<file path="src/sv/line_number_program_engine_macros.svh">
// assertion helpers for the line number program engine
`ifndef LINE_NUMBER_PROGRAM_ENGINE_MACROS_SVH
`define LINE_NUMBER_PROGRAM_ENGINE_MACROS_SVH

// same-cycle implication
`define LNPE_ASSERT_NOW(label, ante, cons, msg) \
  label: assert property (@(posedge clk) disable iff (!rst_n) (ante) |-> (cons)) \
    else $error(msg);

// next-cycle implication
`define LNPE_ASSERT_NEXT(label, ante, cons, msg) \
  label: assert property (@(posedge clk) disable iff (!rst_n) (ante) |=> (cons)) \
    else $error(msg);

`endif

</file>
<file path="src/sv/lnpe_pkg.sv">
package lnpe_pkg;

  localparam int DATA_W = 232;

  // configuration register indexes
  localparam logic [2:0] CFG_OP_BASE         = 3'd0;
  localparam logic [2:0] CFG_LN_BASE         = 3'd1;
  localparam logic [2:0] CFG_LN_RANGE        = 3'd2;
  localparam logic [2:0] CFG_INSN_LEN        = 3'd3;
  localparam logic [2:0] CFG_DEFAULT_IS_STMT = 3'd4;
  localparam logic [2:0] CFG_ADDRESS_SIZE    = 3'd5;

  // result kinds
  localparam logic [1:0] ERR_NONE     = 2'd0;
  localparam logic [1:0] ERR_STANDARD = 2'd1;
  localparam logic [1:0] ERR_EXTENDED = 2'd2;

  // standard opcodes
  localparam logic [7:0] OP_EXTENDED      = 8'd0;
  localparam logic [7:0] OP_COPY          = 8'd1;
  localparam logic [7:0] OP_ADVANCE_PC    = 8'd2;
  localparam logic [7:0] OP_ADVANCE_LINE  = 8'd3;
  localparam logic [7:0] OP_SET_FILE      = 8'd4;
  localparam logic [7:0] OP_SET_COLUMN    = 8'd5;
  localparam logic [7:0] OP_NEGATE_STMT   = 8'd6;
  localparam logic [7:0] OP_BASIC_BLOCK   = 8'd7;
  localparam logic [7:0] OP_CONST_ADD_PC  = 8'd8;
  localparam logic [7:0] OP_FIXED_ADVANCE = 8'd9;
  localparam logic [7:0] OP_PROLOGUE_END  = 8'd10;
  localparam logic [7:0] OP_EPILOGUE_BEG  = 8'd11;
  localparam logic [7:0] OP_SET_ISA       = 8'd12;

  // extended opcodes
  localparam logic [7:0] EXT_END_SEQUENCE = 8'd1;
  localparam logic [7:0] EXT_SET_ADDRESS  = 8'd2;
  localparam logic [7:0] EXT_SET_DISCRIM  = 8'd4;

  // flag bits
  localparam int FL_STMT = 0;
  localparam int FL_BB   = 1;
  localparam int FL_ES   = 2;
  localparam int FL_PE   = 3;
  localparam int FL_EB   = 4;

  typedef enum logic [2:0] {
    PH_OPCODE, PH_LEB, PH_FIXED, PH_EXT_LEN, PH_EXT_CODE, PH_EXT_ADDR, PH_EXT_DISC
  } phase_t;

endpackage

</file>
<file path="src/sv/line_number_program_engine.sv">
// line number program engine
// in_* : one program byte per item (in_tdata[7:0]); in_tready drops while an
//   item is in the arithmetic loop or the result register is full and stalled
// out_*: one row or error result per row-producing item; error_code in out_tuser
// cfg_*: register writes, to be issued only while the block is idle
// most opcodes and operand bytes stay in S_IDLE, so in_tready holds unless the result is stalled
// a special opcode passes through the serial divider (adjusted opcode by
//   the line range), then the shift-add multiplier (quotient times the
//   instruction length), then S_ROW, which loads the row once the output
//   slot is free; the next byte is taken after the row is loaded
// advance_pc uses the multiplier, const_add_pc the divider and the multiplier
// copy, end_sequence and error results appear in the output register in the
//   cycle after the deciding byte
// a stalled receiver holds the result; the next item waits until it is taken
// after an unknown opcode the error result is given, and every later byte
//   is accepted and dropped until reset
// reset (rst_n low, synchronous) loads the default registers, the initial
//   line state and clears the output valid flag
`include "line_number_program_engine_macros.svh"
module line_number_program_engine
  import lnpe_pkg::*;
#(
  parameter int MAX_LEB_BYTES = 10,
  parameter int ADDR_BYTES    = 8
) (
  input  logic              clk,
  input  logic              rst_n,
  input  logic              in_tvalid,
  output logic              in_tready,
  input  logic [7:0]        in_tdata,   // program_byte
  output logic              out_tvalid,
  input  logic              out_tready,
  // row_address, row_line, row_file, row_column, row_is_stmt, row_basic_block,
  // row_end_sequence, row_prologue_end, row_epilogue_begin, row_isa,
  // row_discriminator, zero pad
  output logic [DATA_W-1:0] out_tdata,
  output logic [1:0]        out_tuser,  // error_code
  input  logic              cfg_we,
  input  logic [2:0]        cfg_addr,
  input  logic [7:0]        cfg_wdata
);

  localparam int CNT_W = 4;
  localparam logic [CNT_W-1:0] LEB_MAX = CNT_W'(MAX_LEB_BYTES);
  localparam logic [3:0] ABYTES = 4'(ADDR_BYTES);

  typedef enum logic [1:0] {S_IDLE, S_DIV, S_MUL, S_ROW} state_t;

  state_t state_r, state_nxt;
  phase_t phase_r, phase_nxt;
  logic [7:0]  ob_r, lr_r, mil_r;
  logic [7:0]  lb_r;
  logic        dis_r;
  logic [3:0]  asz_r;
  logic [63:0] addr_r, addr_nxt;
  logic [31:0] line_r, line_nxt, file_r, file_nxt, col_r, col_nxt;
  logic [31:0] isa_r, isa_nxt, disc_r, disc_nxt;
  logic [4:0]  flags_r, flags_nxt;
  logic [7:0]  pend_r, pend_nxt;
  logic [63:0] acc_r, acc_nxt;
  logic [CNT_W-1:0] nb_r, nb_nxt;
  logic        sticky_r, sticky_nxt;
  logic        special_r, special_nxt;
  logic [2:0]  cnt_r, cnt_nxt;
  logic [8:0]  rem_r, rem_nxt, div_r, div_nxt;
  logic [7:0]  dq_r, dq_nxt, mplier_r, mplier_nxt;
  logic [63:0] mcand_r, mcand_nxt;
  logic        ov_r, ov_nxt;
  logic [DATA_W-1:0] od_r, od_nxt;
  logic [1:0]  ou_r, ou_nxt;

  logic        in_fire, slot_free;
  logic [7:0]  b;
  logic [63:0] leb_acc, fix_acc, adr_acc;
  logic [6:0]  leb_sh, leb_sh_after;
  logic [CNT_W-1:0] leb_nb;
  logic        leb_done;
  logic [3:0]  size_c;
  logic [8:0]  remw;
  logic        qbit;
  logic [8:0]  range9;

  function automatic logic [DATA_W-1:0] pack_row(
    input logic [63:0] a, input logic [31:0] l, input logic [31:0] f,
    input logic [31:0] c, input logic [4:0] fl, input logic [31:0] i,
    input logic [31:0] d);
    pack_row = {3'b000, d, i, fl, c, f, l, a};
  endfunction

  assign slot_free  = !ov_r || out_tready;
  assign in_tready  = (state_r == S_IDLE) && slot_free;
  assign in_fire    = in_tvalid && in_tready;
  assign out_tvalid = ov_r;
  assign out_tdata  = od_r;
  assign out_tuser  = ou_r;
  assign b          = in_tdata;
  assign range9     = (lr_r == 8'd0) ? 9'd256 : {1'b0, lr_r};

  always_comb begin
    leb_sh = 7'(7 * nb_r);
    leb_acc = acc_r;
    leb_nb = nb_r;
    if (nb_r < LEB_MAX) begin
      leb_acc = acc_r | (64'(b[6:0]) << leb_sh);
      leb_nb = nb_r + 1'b1;
    end
    leb_sh_after = 7'(7 * leb_nb);
    leb_done = !b[7];
    fix_acc = acc_r | (64'(b) << (nb_r[0] ? 4'd8 : 4'd0));
    size_c = (asz_r == 4'd0) ? 4'd1 : ((asz_r > ABYTES) ? ABYTES : asz_r);
    adr_acc = (nb_r < 4'(8)) ? (acc_r | (64'(b) << {nb_r[2:0], 3'b000})) : acc_r;
    remw = {rem_r[7:0], dq_r[7]};
    qbit = (remw >= div_r);
  end

  always_comb begin
    state_nxt = state_r; phase_nxt = phase_r;
    addr_nxt = addr_r; line_nxt = line_r; file_nxt = file_r; col_nxt = col_r;
    isa_nxt = isa_r; disc_nxt = disc_r; flags_nxt = flags_r;
    pend_nxt = pend_r; acc_nxt = acc_r; nb_nxt = nb_r; sticky_nxt = sticky_r;
    special_nxt = special_r; cnt_nxt = cnt_r; rem_nxt = rem_r; div_nxt = div_r;
    dq_nxt = dq_r; mplier_nxt = mplier_r; mcand_nxt = mcand_r;
    ov_nxt = ov_r; od_nxt = od_r; ou_nxt = ou_r;
    if (ov_r && out_tready) ov_nxt = 1'b0;

    unique case (state_r)
      S_IDLE: begin
        if (in_fire && !sticky_r) begin
          unique case (phase_r)
            PH_OPCODE: begin
              if (b >= ob_r) begin
                special_nxt = 1'b1;
                state_nxt = S_DIV; cnt_nxt = 3'd0;
                rem_nxt = 9'd0; div_nxt = range9; dq_nxt = b - ob_r;
              end else if (b == OP_EXTENDED) begin
                acc_nxt = 64'd0; nb_nxt = '0; phase_nxt = PH_EXT_LEN;
              end else begin
                case (b) inside
                  OP_COPY: begin
                    ov_nxt = 1'b1; ou_nxt = ERR_NONE;
                    od_nxt = pack_row(addr_r, line_r, file_r, col_r, flags_r, isa_r,
                                      disc_r);
                    flags_nxt[FL_BB] = 1'b0;
                  end
                  OP_ADVANCE_PC, OP_ADVANCE_LINE, OP_SET_FILE, OP_SET_COLUMN,
                  OP_SET_ISA: begin
                    pend_nxt = b; acc_nxt = 64'd0; nb_nxt = '0; phase_nxt = PH_LEB;
                  end
                  OP_NEGATE_STMT:  flags_nxt[FL_STMT] = !flags_r[FL_STMT];
                  OP_BASIC_BLOCK:  flags_nxt[FL_BB] = 1'b1;
                  OP_CONST_ADD_PC: begin
                    special_nxt = 1'b0;
                    state_nxt = S_DIV; cnt_nxt = 3'd0;
                    rem_nxt = 9'd0; div_nxt = range9; dq_nxt = 8'd255 - ob_r;
                  end
                  OP_FIXED_ADVANCE: begin
                    acc_nxt = 64'd0; nb_nxt = '0; phase_nxt = PH_FIXED;
                  end
                  OP_PROLOGUE_END: flags_nxt[FL_PE] = 1'b1;
                  OP_EPILOGUE_BEG: flags_nxt[FL_EB] = 1'b1;
                  default: begin
                    ov_nxt = 1'b1; ou_nxt = ERR_STANDARD; od_nxt = '0;
                    sticky_nxt = 1'b1;
                  end
                endcase
              end
            end
            PH_LEB: begin
              acc_nxt = leb_acc; nb_nxt = leb_nb;
              if (leb_done) begin
                phase_nxt = PH_OPCODE;
                case (pend_r)
                  OP_ADVANCE_PC: begin
                    special_nxt = 1'b0; state_nxt = S_MUL; cnt_nxt = 3'd0;
                    mcand_nxt = leb_acc; mplier_nxt = mil_r;
                  end
                  OP_ADVANCE_LINE: begin
                    if (b[6] && leb_sh_after < 7'd64)
                      line_nxt = line_r + 32'(leb_acc | (~64'd0 << leb_sh_after));
                    else
                      line_nxt = line_r + leb_acc[31:0];
                  end
                  OP_SET_FILE:   file_nxt = leb_acc[31:0];
                  OP_SET_COLUMN: col_nxt = leb_acc[31:0];
                  default:       isa_nxt = leb_acc[31:0];
                endcase
              end
            end
            PH_FIXED: begin
              acc_nxt = fix_acc; nb_nxt = nb_r + 1'b1;
              if (nb_r[0]) begin
                addr_nxt = addr_r + fix_acc;
                phase_nxt = PH_OPCODE;
              end
            end
            PH_EXT_LEN: begin
              acc_nxt = leb_acc; nb_nxt = leb_nb;
              if (leb_done) phase_nxt = PH_EXT_CODE;
            end
            PH_EXT_CODE: begin
              unique case (b)
                EXT_END_SEQUENCE: begin
                  ov_nxt = 1'b1; ou_nxt = ERR_NONE;
                  od_nxt = pack_row(addr_r, line_r, file_r, col_r,
                                    flags_r | 5'b00100, isa_r, disc_r);
                  addr_nxt = 64'd0; line_nxt = 32'd1; file_nxt = 32'd1;
                  col_nxt = 32'd0; flags_nxt = {4'b0000, dis_r};
                  isa_nxt = 32'd0; disc_nxt = 32'd0;
                  phase_nxt = PH_OPCODE;
                end
                EXT_SET_ADDRESS: begin
                  acc_nxt = 64'd0; nb_nxt = '0; phase_nxt = PH_EXT_ADDR;
                end
                EXT_SET_DISCRIM: begin
                  acc_nxt = 64'd0; nb_nxt = '0; phase_nxt = PH_EXT_DISC;
                end
                default: begin
                  ov_nxt = 1'b1; ou_nxt = ERR_EXTENDED; od_nxt = '0;
                  sticky_nxt = 1'b1; phase_nxt = PH_OPCODE;
                end
              endcase
            end
            PH_EXT_ADDR: begin
              acc_nxt = adr_acc; nb_nxt = nb_r + 1'b1;
              if ((nb_r + 1'b1) >= size_c) begin
                addr_nxt = adr_acc;
                phase_nxt = PH_OPCODE;
              end
            end
            PH_EXT_DISC: begin
              acc_nxt = leb_acc; nb_nxt = leb_nb;
              if (leb_done) begin
                disc_nxt = leb_acc[31:0];
                phase_nxt = PH_OPCODE;
              end
            end
            default: phase_nxt = PH_OPCODE;
          endcase
        end
      end
      S_DIV: begin
        rem_nxt = qbit ? (remw - div_r) : remw;
        dq_nxt = {dq_r[6:0], qbit};
        cnt_nxt = cnt_r + 1'b1;
        if (cnt_r == 3'd7) begin
          if (special_r)
            line_nxt = line_r + 32'(rem_nxt) + {{24{lb_r[7]}}, lb_r};
          mcand_nxt = 64'(dq_nxt);
          mplier_nxt = mil_r;
          cnt_nxt = 3'd0;
          state_nxt = S_MUL;
        end
      end
      S_MUL: begin
        if (mplier_r[0]) addr_nxt = addr_r + mcand_r;
        mcand_nxt = mcand_r << 1;
        mplier_nxt = mplier_r >> 1;
        cnt_nxt = cnt_r + 1'b1;
        if (cnt_r == 3'd7) state_nxt = special_r ? S_ROW : S_IDLE;
      end
      S_ROW: begin
        if (slot_free) begin
          ov_nxt = 1'b1; ou_nxt = ERR_NONE;
          od_nxt = pack_row(addr_r, line_r, file_r, col_r, flags_r, isa_r, disc_r);
          flags_nxt[FL_BB] = 1'b0;
          state_nxt = S_IDLE;
        end
      end
      default: state_nxt = S_IDLE;
    endcase
  end

  always_ff @(posedge clk) begin
    if (!rst_n) begin
      state_r <= S_IDLE; phase_r <= PH_OPCODE;
      ob_r <= 8'd13; lb_r <= 8'hFB; lr_r <= 8'd14; mil_r <= 8'd1;
      dis_r <= 1'b1; asz_r <= 4'd8;
      addr_r <= 64'd0; line_r <= 32'd1; file_r <= 32'd1; col_r <= 32'd0;
      flags_r <= 5'b00001; isa_r <= 32'd0; disc_r <= 32'd0;
      pend_r <= 8'd0; acc_r <= 64'd0; nb_r <= '0; sticky_r <= 1'b0;
      special_r <= 1'b0; cnt_r <= 3'd0; ov_r <= 1'b0;
    end else begin
      state_r <= state_nxt; phase_r <= phase_nxt;
      addr_r <= addr_nxt; line_r <= line_nxt; file_r <= file_nxt; col_r <= col_nxt;
      flags_r <= flags_nxt; isa_r <= isa_nxt; disc_r <= disc_nxt;
      pend_r <= pend_nxt; acc_r <= acc_nxt; nb_r <= nb_nxt; sticky_r <= sticky_nxt;
      special_r <= special_nxt; cnt_r <= cnt_nxt; ov_r <= ov_nxt;
      if (cfg_we) begin
        unique case (cfg_addr)
          CFG_OP_BASE:         ob_r <= cfg_wdata;
          CFG_LN_BASE:         lb_r <= cfg_wdata;
          CFG_LN_RANGE:        lr_r <= cfg_wdata;
          CFG_INSN_LEN:        mil_r <= cfg_wdata;
          CFG_DEFAULT_IS_STMT: dis_r <= cfg_wdata[0];
          CFG_ADDRESS_SIZE:    asz_r <= cfg_wdata[3:0];
          default: ;
        endcase
      end
    end
  end

  always_ff @(posedge clk) begin
    rem_r <= rem_nxt; div_r <= div_nxt; dq_r <= dq_nxt;
    mplier_r <= mplier_nxt; mcand_r <= mcand_nxt;
    od_r <= od_nxt; ou_r <= ou_nxt;
  end

  `LNPE_ASSERT_NOW(a_busy_not_ready, state_r != S_IDLE, !in_tready, "ready while busy")
  `LNPE_ASSERT_NEXT(a_err_sticky, ov_nxt && !(ov_r && !out_tready) && ou_nxt != ERR_NONE,
                    sticky_r, "error result without sticky error")
  `LNPE_ASSERT_NOW(a_sticky_idle, sticky_r, state_r == S_IDLE, "arithmetic after error")

endmodule

</file>
<file path="config.mk">
export PLATFORM = sky130hd
export DESIGN_NAME = line_number_program_engine
export DESIGN_NICKNAME = d
export VERILOG_FILES = /design/src/sv/lnpe_pkg.sv /design/src/sv/line_number_program_engine.sv
export VERILOG_INCLUDE_DIRS = /design/src /design/src/sv
export SDC_FILE = /design/constraint.sdc
export NUM_CORES = 2
export LEC_CHECK = 0
export BUFFER_PORTS_ARGS = -buffer_cell sky130_fd_sc_hd__buf_2
export CORE_MARGIN = 2
export CORE_UTILIZATION = 40
export CTS_CLUSTER_DIAMETER = 120
export DETAILED_ROUTE_END_ITERATION = 16
export GPL_TIMING_DRIVEN = 0
export MAX_ROUTING_LAYER = met4
export PLACE_DENSITY = 0.59
export SLEW_MARGIN = 20
export SYNTH_ARGS = -nofsm -noshare
export SYNTH_HDL_FRONTEND = slang
export SYNTH_SLANG_ARGS = --single-unit
</file>
<file path="constraint.sdc">
create_clock -name clk -period 21.7 [get_ports clk]
set_input_delay 2.17 -clock clk [delete_from_list [all_inputs] [get_ports clk]]
set_output_delay 2.17 -clock clk [all_outputs]
set_load 0.02 [all_outputs]
</file>
==> results.py <==
metrics = {
    "floorplan": {
        "core_area_um2": 102000,
        "dieArea_um2": 106000,
        "ioPinCount": 260,
        "placementRows": 117,
        "die_w_um": 325,
        "die_h_um": 325,
        "start_util_pct": 40.5,
    },
    "detailed_routing": {
        "antenna_left": 0,
        "drtIter0Drc": 4354,
        "vias": 38800,
        "routed_wl_um": 174000,
        "via_per_inst": 5.95,
        "drc": 0,
        "wl_per_cell_um": 26.7,
        "drt_first_pass_iters": 6,
    },
    "placement": {
        "io_buffers": 253,
        "place.detailed.hpwl_um": 132000,
        "finalWeightedCongestion": 1.02,
    },
    "synth": {
        "avgSynthCellArea_um2": 8.78,
        "yosysWarnings": 0,
        "async_flop_share_pct": 0,
        "syn_area_um2": 41300,
        "synth_edf_count": 328,
        "synth_top_area_share_pct": 23.8,
        "synth_ff_type": "dfxtp_1",
        "yosys-top-cells-area": "edfxtp_1 (24%), dfxtp_1 (17%), ha_1 (7.4%), a21oi_1 (5.5%), nor2_1 (4.6%)",
        "yosysUniqueCellTypes": 96,
        "synth-seq-area-share_pct": 40.9,
        "yosys.area.top_type": "edfxtp_1",
        "syn_inst": 4707,
        "synth_most_common_cell": "nor2_1",
        "ys_ff_latch": 680,
        "synthTopCellsByCount": "nor2_1 (511), a21oi_1 (454), nand2_1 (410), dfxtp_1 (352), o21ai_0 (348)",
    },
    "timing": {
        "post-route-min-period_ns": 8.43,
        "holdWs_ns": 0.451,
        "finalCritPeriodShare_pct": 38.8,
        "max-slew-margin-rel_pct": 17.8,
        "fmax_mhz": 119,
        "setup_viol_count_final": 0,
        "timing_hold_violations_final": 0,
        "worst_clock_skew_ns": 0.0590,
        "final_max_slew_viol_count": 0,
        "rsz0062_at_grt": "false",
        "tightest_slew_ns": 1.23,
    },
    "clocking": {
        "cts_hold_buffers": 0,
        "path_clk_slew_ns": 0.06,
        "cts_buffer_depth": 3,
        "cts_setup_buffers": 0,
        "root_buffer": "clkbuf_16",
        "clock_sinks": 680,
        "cts_resized": 0,
        "htreeDepth": 3,
        "cts_tree": "built",
        "clk_latency_ns": 0.70,
        "cts_made_buffers": 81,
    },
    "finish": {
        "multi_input_area_um2": 23000,
        "nFillCells": 10000,
        "nets": 5369,
        "drive_gt1_share_pct": 10.8,
        "regArea_um2": 16900,
        "area_delta_synth_final_pct": 15.7,
        "fin_util_pct": 46.9,
    },
    "global_route": {
        "track_usage_pct": 32.8,
        "antenna_found_initial": 5,
        "grt_max_degree": 26,
        "overflow": 0,
        "grt_pass1_wl_um": 251000,
        "grt_pass1_vias": 37000,
    },
    "power_and_ir_drop": {
        "swShare_pct": 42.7,
        "combPwrFrac_pct": 44.7,
        "power_switching_uw": 2550,
        "p_per_area_nw_per_um2": 125,
        "clock_power_share_pct": 23.4,
        "power_leakage_uw": 0.0190,
        "ir_worst_vdd_v": 0.0000959,
        "internal_power_uw": 3420,
        "seq_power_share_pct": 31.9,
        "total_power_uw": 5980,
    },
    "setup_path": {
        "cp_max_fo": 10,
        "critPathArrivalTime_ns": 8.96,
        "reg2reg_to": "line_r[31]$_SDFFE_PN0P_",
        "reg2reg_depth": 26,
        "crit_required_ns": 22.24,
        "crit_path_end_kind": "flop",
        "path_class": "flop to flop",
        "regToRegStartpoint": "nb_r[3]$_SDFFE_PN0P_",
        "start_kind": "flop",
        "startpoint": "nb_r[3]$_SDFFE_PN0P_",
        "rrSetupSlack_ns": 13.27,
    },
    "min_path": {
        "hold_end": "mil_r[3]$_SDFFE_PN0P_",
        "min_from": "mil_r[3]$_SDFFE_PN0P_",
        "hold_class": "flop to flop",
        "worstHoldPathCells": 2,
    },
    "run": {
        "drv_cap": 0,
    },
    "outcome": {
        "status": "complete, no violations",
    },
}
## kinds of logic (layout without fill, tap and decap cells)
kind of cell	Yosys count	in the layout	share of synthesized area [%]
DFF	680	680	40.9
muxes	104	104	2.58
AOI/OAI and AO/OA	1430	1430	21.7
and+or+nand+nor	1647	1647	18.9
buffers and inverters	403	844	3.78
other	1	8	0.00908
adders and majority gates	264	264	8.34
xor gates and xnor gates	178	178	3.77
## registers in the layout (all words and copies together) (netlist names), 3 cells and up
name	count
mplier_r	8
lr_r	8
ob_r	8
rem_r	8
nb_r	4
mil_r	8
dq_r	8
lb_r	8
pend_r	8
isa_r	32
asz_r	4
out_tdata	229
mcand_r	64
file_r	32
col_r	32
addr_r	64
acc_r	64
phase_r	3
flags_r	4
div_r	9
disc_r	32
line_r	32
cnt_r	3
## cell usage in the layout, fill, tap and decap left out, drive strengths merged, types with 66 or more instances in the layout
cell type and instances:
inv 110, nand2 410, nand3 89, dfxtp 352, a21o 125, edfxtp 328, xnor2 110, nor3 123
o211ai 66, a21oi 455, o21ai 360, ha 245, nor2 512, clkbuf 355, xor2 68, buf 341
mux2i 83, and2 248
## per-layer routing
| metal | GRT usage [%] | routed length (µm) | vias up |
|---|---|---|---|
| li1 | - | - | 17800 |
| met1 | 41.2 | 71200 | 18800 |
| met2 | 51.0 | 78700 | 1764 |
| met3 | 5.93 | 14500 | 416 |
| met4 | 15.9 | 9730 | 0 |
| met5 | - | 0 | - |
## critical path, stage by stage, from the launching register on
cell and delay (ns):
dfxtp_1 0.41, clkbuf_1 0.43, o21ai_0 0.21, xnor2_1 0.71, inv_1 0.23, fa_1 0.56, ha_1 0.26, fa_1 0.47
a21oi_1 0.18, o21a_1 0.16, nand3_1 0.26, or2_2 0.43, clkbuf_1 0.17, clkbuf_1 0.25, o21ai_0 0.56, ha_1 0.43
a21oi_1 0.20, o21bai_1 0.10, a2111oi_0 0.42, o21ai_0 0.17, o21ai_0 0.49, a211oi_1 0.23, o211ai_1 0.26, mux2i_1 0.28
xor2_1 0.10, a22oi_1 0.19, a21oi_1 0.09
## power by group through the flow
stage	combinational (µW)	clock (µW)	sequential, µW
6_report	2670	1400	1910
5_1_grt	2880	1460	1940
4_1_cts	2640	1410	1910
3_5_place_dp	2630	0	1930
3_3_place_gp	2510	0	2120
2_1_floorplan	1490	0	2210
## cell type report
cell class,instances,share of cell area [%]
diodes,5,0.0262
well taps,1368,3.58
plain buffers,295,2.45
repair buffers,289,3.97
flip-flops and latches,680,35.3
clock buffers,112,4.83
multi-input cells,3626,48.1
inverters,108,0.848
clock inverters,40,0.843
## through the flow
| step | setup slack [ns] | setup TNS (ns) | instance area (µm²) | std cells |
|---|---|---|---|---|
| 5_1_grt | 12.83 | 0 | 47800 | 6519 |
| 2_1_floorplan | 5.38 | 0 | 41300 | 4709 |
| 3_5_place_dp | 13.57 | 0 | 45100 | 6366 |
| 6_report | 13.27 | 0 | 47800 | 6523 |
| 4_1_cts | 13.54 | 0 | 47800 | 6518 |
| 3_3_place_gp | -1.33 | -299.55 | 44300 | 6330 |
## worst max path at each step
| stage | to | slack [ns] | depth (start not counted) |
|---|---|---|---|
| 2_1_floorplan | out_tdata[0]$_DFFE_PP_ | 5.38 | 14 |
| 3_3_place_gp | out_tdata[19]$_DFFE_PP_ | -1.33 | 14 |
| 3_5_place_dp | line_r[31]$_SDFFE_PN0P_ | 13.57 | 26 |
| 4_1_cts | line_r[31]$_SDFFE_PN0P_ | 13.54 | 26 |
| 5_1_grt | line_r[31]$_SDFFE_PN0P_ | 12.83 | 26 |
| 6_report | line_r[31]$_SDFFE_PN0P_ | 13.27 | 26 |
Power figures use the tool's default switching activity.
